$ cat src/hdl/ffba_pkg.sv
// Shared types, codes and default sizes for the first-fit block allocator.
`default_nettype none

package ffba_pkg;

	localparam int MAX_BLOCKS_DEF = 16;
	localparam int MAX_GRANTS_DEF = 32;
	localparam int SIZE_BITS_DEF  = 16;

	typedef enum logic [1:0] {
		ACT_LOAD  = 2'd0,
		ACT_ALLOC = 2'd1,
		ACT_FREE  = 2'd2
	} action_t;

	typedef enum logic [1:0] {
		STAT_DONE     = 2'd0,
		STAT_NOFIT    = 2'd1,
		STAT_NOTFOUND = 2'd2,
		STAT_FULL     = 2'd3
	} status_t;

	typedef enum logic [2:0] {
		S_IDLE,
		S_ASCAN,
		S_FSCAN,
		S_FADD,
		S_EMIT
	} state_t;

	typedef struct packed {
		status_t     status;
		logic [3:0]  block_index;
		logic [15:0] block_left;
	} rsp_t;

endpackage

`default_nettype wire

$ cat src/hdl/first_fit_block_allocator_core.sv
// First-fit allocator top level: request channel, sequencer and result register.
// Each request (load a block, allocate, free) gives one result. The block sizes and the
// grant list sit in synchronous memories with one read and one write port, walked one
// entry per cycle. A load writes its block at once; an allocate walks the blocks in
// load order up to the first that fits, and a free walks the whole grant list, which
// also closes the gap left by the removed grant. One request is in work at a time;
// req_stall is high while it is. The result register lets the next request start
// while a result waits.
// Memories need no clearing after reset: only entries below the counts are read.
`default_nettype none

module first_fit_block_allocator_core #(
	parameter int MAX_BLOCKS = ffba_pkg::MAX_BLOCKS_DEF,
	parameter int MAX_GRANTS = ffba_pkg::MAX_GRANTS_DEF,
	parameter int SIZE_BITS  = ffba_pkg::SIZE_BITS_DEF
) (
	input  wire logic        clk,
	input  wire logic        arst_n,
	input  wire logic        req_valid,
	output logic             req_stall,
	input  wire logic [1:0]  action,
	input  wire logic [15:0] amount,
	output logic             rsp_valid,
	input  wire logic        rsp_stall,
	output logic [1:0]       status,
	output logic [3:0]       block_index,
	output logic [15:0]      block_left
);

	logic           out_valid_q;
	ffba_pkg::rsp_t out_q;
	ffba_pkg::rsp_t res;
	logic           res_push, res_ready;

	assign res_ready = !out_valid_q || !rsp_stall;

	ffba_ctrl #(
		.MAX_BLOCKS (MAX_BLOCKS),
		.MAX_GRANTS (MAX_GRANTS),
		.SIZE_BITS  (SIZE_BITS)
	) u_ctrl (
		.clk       (clk),
		.arst_n    (arst_n),
		.req_valid (req_valid),
		.req_stall (req_stall),
		.action    (action),
		.amount    (amount),
		.rsp_ready (res_ready),
		.rsp_push  (res_push),
		.rsp       (res)
	);

	// hold the result until its transfer
	always_ff @(posedge clk or negedge arst_n) begin
		if (!arst_n) begin
			out_valid_q <= 1'b0;
		end else if (res_push) begin
			out_valid_q <= 1'b1;
		end else if (!rsp_stall) begin
			out_valid_q <= 1'b0;
		end
	end

	always_ff @(posedge clk) begin
		if (res_push)
			out_q <= res;
	end

	assign rsp_valid   = out_valid_q;
	assign status      = out_q.status;
	assign block_index = out_q.block_index;
	assign block_left  = out_q.block_left;

endmodule

`default_nettype wire

$ cat src/hdl/ffba_ctrl.sv
// Allocator sequencer with the block and grant memories it reads and writes back.
`default_nettype none

module ffba_ctrl #(
	parameter int MAX_BLOCKS = ffba_pkg::MAX_BLOCKS_DEF,
	parameter int MAX_GRANTS = ffba_pkg::MAX_GRANTS_DEF,
	parameter int SIZE_BITS  = ffba_pkg::SIZE_BITS_DEF
) (
	input  wire logic         clk,
	input  wire logic         arst_n,
	input  wire logic         req_valid,
	output logic              req_stall,
	input  wire logic [1:0]   action,
	input  wire logic [15:0]  amount,
	input  wire logic         rsp_ready,
	output logic              rsp_push,
	output ffba_pkg::rsp_t    rsp
);

	localparam int BI  = (MAX_BLOCKS > 1) ? $clog2(MAX_BLOCKS) : 1;
	localparam int GI  = (MAX_GRANTS > 1) ? $clog2(MAX_GRANTS) : 1;
	localparam int BCW = $clog2(MAX_BLOCKS + 1);
	localparam int GCW = $clog2(MAX_GRANTS + 1);
	localparam int GW  = SIZE_BITS + BI;

	ffba_pkg::state_t state_q, state_d;
	logic [BCW-1:0]       bcnt_q, bcnt_d, bptr_q, bptr_d;
	logic [GCW-1:0]       gcnt_q, gcnt_d, gptr_q, gptr_d;
	logic                 found_q, found_d;
	logic [BI-1:0]        fblk_q, fblk_d;
	logic [SIZE_BITS-1:0] amt_q, amt_d, amt_in;
	ffba_pkg::rsp_t       res_q, res_d;

	// block memory ports
	logic                 bre, bwe;
	logic [BI-1:0]        braddr, bwaddr, baddr_s1;
	logic [SIZE_BITS-1:0] bwdata, brdata_s1;
	logic [SIZE_BITS-1:0] bmem [MAX_BLOCKS];

	// grant memory ports, entry is {size, source block}
	logic                 gre, gwe;
	logic [GI-1:0]        graddr, gwaddr, gaddr_s1;
	logic [GW-1:0]        gwdata, grdata_s1;
	logic [GW-1:0]        gmem [MAX_GRANTS];

	logic                 blk_fit, b_last, g_hit, g_last;
	logic [SIZE_BITS-1:0] blk_left, sat, g_size;
	logic [BI-1:0]        g_blk;
	logic [SIZE_BITS:0]   sum;

	assign amt_in   = SIZE_BITS'(amount);
	assign blk_fit  = brdata_s1 >= amt_q;
	assign blk_left = brdata_s1 - amt_q;
	assign b_last   = (BCW'(baddr_s1) + 1'b1) == bcnt_q;
	assign g_size   = grdata_s1[GW-1:BI];
	assign g_blk    = grdata_s1[BI-1:0];
	assign g_hit    = g_size == amt_q;
	assign g_last   = (GCW'(gaddr_s1) + 1'b1) == gcnt_q;
	assign sum      = {1'b0, brdata_s1} + {1'b0, amt_q};
	assign sat      = sum[SIZE_BITS] ? {SIZE_BITS{1'b1}} : sum[SIZE_BITS-1:0];
	assign rsp      = res_q;

	always_ff @(posedge clk) begin
		if (bwe)
			bmem[bwaddr] <= bwdata;
		if (bre) begin
			brdata_s1 <= bmem[braddr];
			baddr_s1  <= braddr;
		end
	end

	always_ff @(posedge clk) begin
		if (gwe)
			gmem[gwaddr] <= gwdata;
		if (gre) begin
			grdata_s1 <= gmem[graddr];
			gaddr_s1  <= graddr;
		end
	end

	always_ff @(posedge clk or negedge arst_n) begin
		if (!arst_n) begin
			state_q <= ffba_pkg::S_IDLE;
			bcnt_q  <= '0;
			gcnt_q  <= '0;
			bptr_q  <= '0;
			gptr_q  <= '0;
			found_q <= 1'b0;
		end else begin
			state_q <= state_d;
			bcnt_q  <= bcnt_d;
			gcnt_q  <= gcnt_d;
			bptr_q  <= bptr_d;
			gptr_q  <= gptr_d;
			found_q <= found_d;
		end
	end

	always_ff @(posedge clk) begin
		amt_q  <= amt_d;
		fblk_q <= fblk_d;
		res_q  <= res_d;
	end

	always_comb begin
		state_d   = state_q;
		bcnt_d    = bcnt_q;
		gcnt_d    = gcnt_q;
		bptr_d    = bptr_q;
		gptr_d    = gptr_q;
		found_d   = found_q;
		fblk_d    = fblk_q;
		amt_d     = amt_q;
		res_d     = res_q;
		bre       = 1'b0;
		braddr    = bptr_q[BI-1:0];
		bwe       = 1'b0;
		bwaddr    = baddr_s1;
		bwdata    = blk_left;
		gre       = 1'b0;
		graddr    = gptr_q[GI-1:0];
		gwe       = 1'b0;
		gwaddr    = gaddr_s1 - 1'b1;
		gwdata    = grdata_s1;
		rsp_push  = 1'b0;
		req_stall = state_q != ffba_pkg::S_IDLE;

		case (state_q)
			ffba_pkg::S_IDLE: begin
				if (req_valid) begin
					amt_d   = amt_in;
					found_d = 1'b0;
					res_d   = '{ffba_pkg::STAT_NOTFOUND, 4'd0, 16'd0};
					state_d = ffba_pkg::S_EMIT;
					case (action)
						ffba_pkg::ACT_LOAD: begin
							if (bcnt_q == BCW'(MAX_BLOCKS)) begin
								res_d.status = ffba_pkg::STAT_FULL;
							end else begin
								bwe    = 1'b1;
								bwaddr = bcnt_q[BI-1:0];
								bwdata = amt_in;
								bcnt_d = bcnt_q + 1'b1;
								res_d  = '{ffba_pkg::STAT_DONE, 4'(bcnt_q[BI-1:0]),
									16'(amt_in)};
							end
						end
						ffba_pkg::ACT_ALLOC: begin
							if (gcnt_q == GCW'(MAX_GRANTS)) begin
								res_d.status = ffba_pkg::STAT_FULL;
							end else if (bcnt_q == '0) begin
								res_d.status = ffba_pkg::STAT_NOFIT;
							end else begin
								bre     = 1'b1;
								braddr  = '0;
								bptr_d  = BCW'(1);
								state_d = ffba_pkg::S_ASCAN;
							end
						end
						ffba_pkg::ACT_FREE: begin
							if (gcnt_q != '0) begin
								gre     = 1'b1;
								graddr  = '0;
								gptr_d  = GCW'(1);
								state_d = ffba_pkg::S_FSCAN;
							end
						end
						default: begin
						end
					endcase
				end
			end

			// one block per cycle in load order; take the first that fits
			ffba_pkg::S_ASCAN: begin
				if (blk_fit) begin
					bwe     = 1'b1;
					gwe     = 1'b1;
					gwaddr  = gcnt_q[GI-1:0];
					gwdata  = {amt_q, baddr_s1};
					gcnt_d  = gcnt_q + 1'b1;
					res_d   = '{ffba_pkg::STAT_DONE, 4'(baddr_s1), 16'(blk_left)};
					state_d = ffba_pkg::S_EMIT;
				end else if (b_last) begin
					res_d   = '{ffba_pkg::STAT_NOFIT, 4'd0, 16'd0};
					state_d = ffba_pkg::S_EMIT;
				end else begin
					bre    = 1'b1;
					bptr_d = bptr_q + 1'b1;
				end
			end

			// find the oldest matching grant and shift the later ones down by one
			ffba_pkg::S_FSCAN: begin
				if (found_q) begin
					gwe = 1'b1;
				end else if (g_hit) begin
					found_d = 1'b1;
					fblk_d  = g_blk;
				end
				if (g_last) begin
					if (found_q || g_hit) begin
						gcnt_d  = gcnt_q - 1'b1;
						bre     = 1'b1;
						braddr  = found_q ? fblk_q : g_blk;
						fblk_d  = braddr;
						state_d = ffba_pkg::S_FADD;
					end else begin
						res_d   = '{ffba_pkg::STAT_NOTFOUND, 4'd0, 16'd0};
						state_d = ffba_pkg::S_EMIT;
					end
				end else begin
					gre    = 1'b1;
					gptr_d = gptr_q + 1'b1;
				end
			end

			// return the freed size to its block, saturating
			ffba_pkg::S_FADD: begin
				bwe     = 1'b1;
				bwaddr  = fblk_q;
				bwdata  = sat;
				res_d   = '{ffba_pkg::STAT_DONE, 4'(fblk_q), 16'(sat)};
				state_d = ffba_pkg::S_EMIT;
			end

			ffba_pkg::S_EMIT: begin
				if (rsp_ready) begin
					rsp_push = 1'b1;
					state_d  = ffba_pkg::S_IDLE;
				end
			end

			default: begin
				state_d = ffba_pkg::S_IDLE;
			end
		endcase
	end

endmodule

`default_nettype wire
$ cat config.mk
export PLATFORM = sky130hd
export DESIGN_NAME = first_fit_block_allocator_core
export DESIGN_NICKNAME = d
export VERILOG_FILES = /design/src/hdl/ffba_pkg.sv /design/src/hdl/first_fit_block_allocator_core.sv /design/src/hdl/ffba_ctrl.sv
export SDC_FILE = /design/constraint.sdc
export NUM_CORES = 1
export LEC_CHECK = 0
export BUFFER_PORTS_ARGS = -buffer_cell sky130_fd_sc_hd__buf_2
export CAP_MARGIN = 20
export CORE_MARGIN = 1.5
export CORE_UTILIZATION = 60
export DETAILED_ROUTE_END_ITERATION = 6
export PLACE_DENSITY = 0.76
export SLEW_MARGIN = 25
export SYNTH_ARGS = -nofsm -noshare
export SYNTH_HDL_FRONTEND = slang
export SYNTH_HIERARCHICAL = 1
export SYNTH_SLANG_ARGS = --single-unit
$ cat constraint.sdc
create_clock -name clk -period 5.8 [get_ports clk]
set_input_delay 1.16 -clock clk [delete_from_list [all_inputs] [get_ports clk]]
set_output_delay 1.16 -clock clk [all_outputs]
set_load 0.02 [all_outputs]
==> summary.md, run 1 <==
| Metric | Value |
|---|---|
| Crit start category | `flop` |
| Root Driver | `clkbuf_16` |
| Die span in x | `between 200 and 300 um` |
| Cts bufs inserted | `100` |
| Synth unique cells | `72` |
| Total number of vias | `between 20000 and 30000` |
| Critical Path AT | `5.23 ns` |
| CTS Buffer Depth | `3` |
| Synthesized instance count | `2969` |
| Fin util | `~68%` |
| Worst hold path class | `reg2reg` |
| Initial Util | `61.0%` |
| Vias in the first global route | `26100` |
| Total Neg Setup Slack | `0 ns` |
| Clock sink count | `1030` |
| Worst-Skew Late Latency | `0.67 ns` |
| Area delta synth->final | `11.6%` |
| DRC | `0` |
| Total congestion overflow | `0` |
| CTS Hold Buffers Added | `0` |
| Clk_skew | `0.0330 ns` |
| IO Count | `46` |
| Share of layout cells above drive strength 1 | `between 10% and 20%` |
| Worst path slowest cell | `or4_4` |
| Half-perimeter wire length after placement | `69.1 mm` |
| Area of the multi-input gates | `11300 um^2` |
| CTS tree | `done` |
| Hold Fails Final Rpt | `0` |
| Synth Flop Type | `edfxtp_1` |
| Number of flops mapped to enable cells by yosys | `around 1000` |
| Layout Nets | `3094` |
| Fillers | `4611` |
| Number of diodes | `0` |
| Logic pwr share | `33.8%` |
| Power Density | `542 nW/um^2` |
| Port bufs | `45` |
| Sequential share of power | `40.7%` |
| Die Ht | `271 um` |
| Post-CTS setup buffer count | `0` |
| CP Class | `reg2reg` |
| Mean Syn Cell Area | `14.5 um^2` |
| Clock period minus worst slack | `4.73 ns` |
| Clock power frac | `25.5%` |
| Storage cell area | `30800 um^2` |
| Synth Net Count | `3040` |
| GRT Total Usage | `30.7%` |
| Crit path largest cell delay | `around 0.56 ns` |
| Total Power | `approximately 26 mW` |
| Internal power | `roughly 16 mW` |
| Yosys reg bits | `between 1000 and 1500` |
| Final RePlAce weighted congestion | `roughly 0.92` |
| Async set-reset flop share out of synthesis | `2.43%` |
| Worst slew pin tran | `~1.1 ns` |
| Reg clk slew, reported paths | `about 0.070 ns` |
| Cell area after synthesis | `~43000 um^2` |
| Row Count | `97` |
| Finished Layout Cells | `4045` |
| Yosys warning count | `6` |
| Via/cell ratio | `between 6 and 7` |
| DR pass1 iterations | `6` |
| Status | `completed` |
| Buf+Inv Stages, Crit Path | `2` |
| Post-route ant nets | `0` |
| Count of pins over their slew limit | `0` |
| Max_cap viols | `0` |
| CP required | `6.30 ns` |
| Final Cycle Share | `81.5%` |
| Die ar. | `between 70000 and 80000 um^2` |
| H-tree levels | `3` |
| Sequential share of the synthesized area | `71.7%` |
| Largest net degree at the start of global routing | `106` |
| Switch Pwr | `9.61 mW` |
| Fmax | `around 210 MHz` |
| First-pass GRT wire length | `168 mm` |
| Initial DRC Count | `4504` |
| Max_slew headroom | `a little over a quarter` |
| Sw Share | `36.9%` |
| Cts repair resizes | `0` |
| Worst IR Drop VDD | `0.329 mV` |
| CP endpoint kind | `flop` |
| Antenna violations before repair | `5` |
| RSZ-0062 raised after global routing | `no` |
| DR WL/cell | `28.1 um` |
| CP max FO | `roughly 110` |
| DP Cell Count | `approximately 3900` |
| LEAKAGE | `around 17 nW` |
| Post-Route WL | `114 mm` |
| Fin Hold WS | `0.411 ns` |
| Crit-path cells | `or4_4 > nor3_1 > nor2b_1 > nand2_2 > nand2_8 > inv_8 > buf_12 > nand2_1 > and3_1 > a311oi_1 > o21ai_0 > a31oi_1` |
| Final setup vio count | `0` |
| Core Area | `70500 um^2` |
| Crit path max-delay family | `simple AND/OR/NAND/NOR gates` |
==> power by group through the flow <==
stage | sequential, mW | clock (mW) | combinational (mW)
6_report | 10.6 | 6.64 | 8.79
3_5_place_dp | 10.7 | 0 | 8.49
5_1_grt | 10.6 | 6.96 | 9.28
4_1_cts | 10.6 | 6.68 | 8.53
3_3_place_gp | 10.7 | 0 | 8.25
2_1_floorplan | 10.6 | 0 | 5.36
==> cells in the mapped netlist (8+ instances only) <==
cell,count,area share [%]
o21bai_1,8,0.14
a211oi_1,73,1.3
a221o_1,45,1.0
buf_2,47,0.55
nor3_1,9,0.10
and3_1,67,0.98
nor2_1,96,0.84
xnor2_1,34,0.69
nand4_1,9,0.13
inv_1,56,0.49
a22oi_1,9,0.16
nand3_1,11,0.13
clkbuf_1,137,1.2
o21ai_0,124,1.4
a21o_1,13,0.23
a32o_1,16,0.37
a31oi_1,28,0.41
a311oi_1,82,1.7
mux2i_1,116,2.7
and2_1,41,0.60
edfxtp_1,1005,70
xor2_1,34,0.69
mux2_2,10,0.26
nor2b_1,45,0.65
o221ai_1,160,3.3
a21oi_1,163,1.9
nand2_1,363,3.2
ha_1,46,1.3
dfrtp_1,25,1.5
==> worst paths after layout <==
path / startpoint / endpoint / slack [ns] / cells after the start
max reg2reg: u_ctrl/gcnt_q[2]$_DFFE_PN0P_ / u_ctrl/grdata_s1[10]$_DFFE_PP_ / 1.07 / 12
max in group asynchronous: arst_n / u_ctrl/bcnt_q[3]$_DFFE_PN0P_ / 4.90 / 1
min in group asynchronous: arst_n / rsp_valid$_DFFE_PN0P_ / 0.48 / 1
min reg2reg: u_ctrl/rsp[0]$_DFFE_PP_ / block_left[0]$_DFFE_PP_ / 0.41 / 0
min: u_ctrl/rsp[0]$_DFFE_PP_ / block_left[0]$_DFFE_PP_ / 0.41 / 0
max: u_ctrl/gcnt_q[2]$_DFFE_PN0P_ / u_ctrl/grdata_s1[10]$_DFFE_PP_ / 1.07 / 12
==> layout make-up <==
class	count	area share, %
Multi-Input combinational cell	1677	23.5
Tap cell	940	2.45
Sequential cell	1030	64.2
Clock inverter	65	1.57
Clock buffer	119	5.43
Timing Repair Buffer	153	2.34
Inverter	61	0.506
==> cell families (layout without fill, tap and decap cells) <==
family | after synthesis | after routing | synth area share, %
AOI/OAI and AO/OA | 763 | 763 | 12.8
muxes | 126 | 126 | 2.96
and+or+nand+nor | 671 | 671 | 7.13
xor gates and xnor gates | 68 | 68 | 1.39
buffers and inverters | 262 | 398 | 2.58
DFF | 1030 | 1030 | 71.7
adders and majority gates | 49 | 49 | 1.48
==> metrics by stage <==
step / area (um^2) / setup WS (ns)
floorplan: 43000 / 1.49
global placement: 44600 / 0.993
detailed placement: 44600 / 0.991
CTS: 48000 / 1.15
global route: 48000 / 0.829
finish: 48000 / 1.07
==> layer usage <==
metal / wire [um] / part of all wire [%] / track usage, % / vias to the layer above
met3: 14100 / 12 / 6.25 / 240
met4: 4200 / 3.7 / 11.5 / 0
met5: 0 / 0 / 0 / -
met2: 51200 / 45 / 46.0 / 1864
met1: 44200 / 39 / 45.0 / 13700
li1: - / - / - / 11700
==> cell usage in the layout, fill, tap and decap left out, drive strengths merged, types with 6 or more instances in the layout <==
cell type  synthesis  layout
o21bai             8       8
buf               64     153
a311oi            82      82
a32o              16      16
nand3             12      12
nor2b             45      45
ha                46      46
clkbuf           137     119
mux2              10      10
and3              67      67
nor3              11      11
clkinv             1      39
nor2              96      96
o221ai           160     160
a21o              13      13
bufinv             0      15
a211oi            73      73
dfrtp             25      25
clkinvlp           0       8
nand2b             6       6
a21oi            163     163
nand2            365     365
o21ai            125     125
edfxtp          1005    1005
a31oi             28      28
xor2              34      34
nor4               7       7
a22oi             11      11
inv               60      64
mux2i            116     116
a221o             45      45
xnor2             34      34
nand4              9       9
and2              44      44
a22o               6       6
==> sequential cells by signal, summed over array words and instances, names as in the netlist <==
| signal | cells |
|---|---|
| u_ctrl/grdata_s1 | 20 |
| u_ctrl/rsp | 22 |
| u_ctrl/gmem | 640 |
| u_ctrl/gcnt_q | 6 |
| u_ctrl/gptr_q | 5 |
| status | 2 |
| u_ctrl/fblk_q | 4 |
| u_ctrl/brdata_s1 | 16 |
| u_ctrl/found_q | 1 |
| block_left | 16 |
| block_index | 4 |
| u_ctrl/bmem | 256 |
| u_ctrl/bptr_q | 4 |
| u_ctrl/gaddr_s1 | 5 |
| u_ctrl/state_q | 3 |
| u_ctrl/amt_q | 16 |
| u_ctrl/baddr_s1 | 4 |
| rsp_valid | 1 |
| u_ctrl/bcnt_q | 5 |
Power figures use the tool's default switching activity.
==> inputs of run 2 (changes only) <==
--- a/config.mk
+++ b/config.mk
@@ -8,7 +8,7 @@
 export BUFFER_PORTS_ARGS = -buffer_cell sky130_fd_sc_hd__buf_2
 export CAP_MARGIN = 20
 export CORE_MARGIN = 1.5
-export CORE_UTILIZATION = 60
+export CORE_UTILIZATION = 57
 export DETAILED_ROUTE_END_ITERATION = 6
 export PLACE_DENSITY = 0.76
 export SLEW_MARGIN = 25
==> constraint.sdc (replaced) <==
create_clock -name clk -period 3.9 [get_ports clk]
set_input_delay 0.78 -clock clk [delete_from_list [all_inputs] [get_ports clk]]
set_output_delay 0.78 -clock clk [all_outputs]
set_load 0.02 [all_outputs]
==> run 2 against run 1 <==
Compared with the run above:
- total power increased by 54%
- routed wire length is 0.25% lower
- die area grew 5.2%
- clock skew increased by 0.019 ns
- count of clock-buffer cells in the layout rose by 5
- fmax grew 24%
- non-clock buffer count increased by 120
- core utilization fell by 0.77 points
- highest routed layer is now met5
==> summary.md, run 2 (synthesis gave the netlist of run 1 again) <==
| Metric | Value |
|---|---|
| Crit start category | `flop` |
| Fillers | `4826` |
| GRT Total Usage | `29.2%` |
| RSZ-0062 raised after global routing | `yes` |
| Reg2Reg Setup Slack | `0.09 ns` |
| CP max FO | `20` |
| Worst-Skew Late Latency | `0.68 ns` |
| Max_cap viols | `0` |
| Number of diodes | `0` |
| Most frequent cells in the layout | `edfxtp_1, nand2_1, a21oi_1, o221ai_1, buf_4` |
| Critical Path AT | `4.15 ns` |
| Setup Slack @ Placement | `-0.0148 ns` |
| Clock sink count | `between 1000 and 1500` |
| Die ar. | `77100 um^2` |
| Layout Nets | `~3200` |
| Total Neg Setup Slack | `0 ns` |
| Final setup vio count | `0` |
| Row Count | `100` |
| Clk_skew | `0.0517 ns` |
| CTS tree | `done` |
| CTS Buffer Depth | `3` |
| CP endpoint kind | `flop` |
| Share of layout cells above drive strength 1 | `16.2%` |
| Cts bufs inserted | `100` |
| Total congestion overflow | `0` |
| DR pass1 iterations | `6` |
| Hold Fails Final Rpt | `0` |
| Count of pins over their slew limit | `0` |
| Worst slew pin tran | `0.941 ns` |
| Max_slew headroom | `36.6%` |
| Total number of vias | `27700` |
| Worst hold path class | `in2async` |
| Via/cell ratio | `roughly 6.6` |
| Storage cell area | `between 30000 and 40000 um^2` |
| Fmax | `262 MHz` |
| Initial Util | `57.6%` |
| DR WL/cell | `27.0 um` |
| Post-route ant nets | `0` |
| Final Worst Setup Slack | `0.0875 ns` |
| Clock period minus worst slack | `3.81 ns` |
| Die span in x | `278 um` |
| Area of the multi-input gates | `11500 um^2` |
| Final RePlAce weighted congestion | `0.932` |
| Antenna violations before repair | `2` |
| Number of flip-flops in the largest register | `640` |
| Largest net degree at the start of global routing | `82` |
| Root Driver | `clkbuf_16` |
| Half-perimeter wire length after placement | `69.7 mm` |
| Post-Route WL | `113 mm` |
| First-pass GRT wire length | `168 mm` |
| Area delta synth->final | `16.7%` |
| Initial DRC Count | `3912` |
| Core Area | `74600 um^2` |
| Most common cell after layout, fill and taps aside | `edfxtp_1` |
| Vias in the first global route | `26800` |
| H-tree levels | `3` |
| Worst path slowest cell | `edfxtp_1` |
| Reg clk slew, reported paths | `0.06 ns` |
| Die Ht | `about 280 um` |
| Worst IR Drop VDD | `0.575 mV` |
| CP required | `between 4 and 5 ns` |
| Port bufs | `45` |
| Largest reg by FF count | `u_ctrl/gmem` |
| LEAKAGE | `17.6 nW` |
| Final Cycle Share | `between 90% and 100%` |
| Most frequent cell on the critical path | `inv_1` |
| Status | `completed` |
| CP Class | `reg2reg` |
| Crit-path cells | `inv_1 > ha_1 > inv_1 > fa_1 > a21o_1 > a21oi_2 > a21oi_1 > o21a_1 > o211ai_1 > a211o_2 > mux2_2 > nor2_1 > nand2_2 > nor2_2 > buf_12` |
| Crit path largest cell delay | `0.39 ns` |
| IO Count | `between 40 and 50` |
| Power Density | `800 nW/um^2` |
| DRC | `0` |
run 2: cell types whose count changed in the layout (fill, tap and decap cells not counted), moves of 7 or more:
cell       before  now
buf_12          7  101
buf_4         101  121
nor2_4          1   19
nor2_2         32   17
bufinv_16      15    8
clkbuf_1       17   24
run 2: path summary, 6_finish.rpt:
check | startpoint | endpoint | depth (start not counted)
setup / recovery | u_ctrl/brdata_s1[0]$_DFFE_PP_ | u_ctrl/gmem[16][19]$_DFFE_PP_ | 15
hold reg to reg | u_ctrl/rsp[19]$_DFFE_PP_ | block_index[3]$_DFFE_PP_ | 0
max in group asynchronous | arst_n | u_ctrl/gptr_q[0]$_DFFE_PN0P_ | 1
setup reg to reg | u_ctrl/brdata_s1[0]$_DFFE_PP_ | u_ctrl/gmem[16][19]$_DFFE_PP_ | 15
hold / removal | arst_n | rsp_valid$_DFFE_PN0P_ | 1
min in group clk | rsp_stall | rsp_valid$_DFFE_PN0P_ | 2
run 2: through the flow:
stage	util [%]	hold WS, ns	instances	total power [mW]	area, um^2
finish	67.3	0.0994	4191	40.1	50200
global route	67.3	0.124	4191	41.6	50200
CTS	66.9	0.0801	4179	39.6	49900
detailed placement	62.6	0.405	3999	30.2	46700
global placement	62.6	0.401	3999	29.9	46700
floorplan	-	0.400	2969	23.8	43100
run 2: critical path: cells and delay by family (launching register included):
kind	cells	cell delay (ns)
flip-flops	1	0.39
AO/OA/AOI/OAI	6	1.14
adder cells (fa/ha/maj)	2	0.54
multiplexers	1	0.39
AND/OR/NAND/NOR	3	0.68
buffers and inverters	3	0.33
run 2: where the power goes:
group	internal, mW	switching [mW]
registers	15.1	0.498
clock network	5.29	4.10
logic	5.13	10.0
total	25.5	14.6
run 2: cell type report:
cell class                 instances  area share, %
timing repair buffer             273           6.54
sequential                      1030           61.4
clock inverter                    56           1.17
clock buffer                     124           5.17
multi-input combinational       1678           22.8
inverter                          61          0.491
tap                              969           2.42
run 2: per-layer routing:
layer / part of all wire [%] / up-vias / track usage (%)
li1: - / 12000 / -
met1: 38 / 13700 / 40.6
met2: 47 / 1769 / 46.1
met3: 11 / 284 / 5.86
met4: 4.0 / 2 / 10.9
met5: 0.015 / - / 0
run 2: repair_timing:
item                                    CTS  global route
cloned                                    0             4
hold buffers                              0             0
endpoints found under the setup margin   85           910
setup buffers                             0             8
pin swaps                                 1            18
resized for setup                         3            37
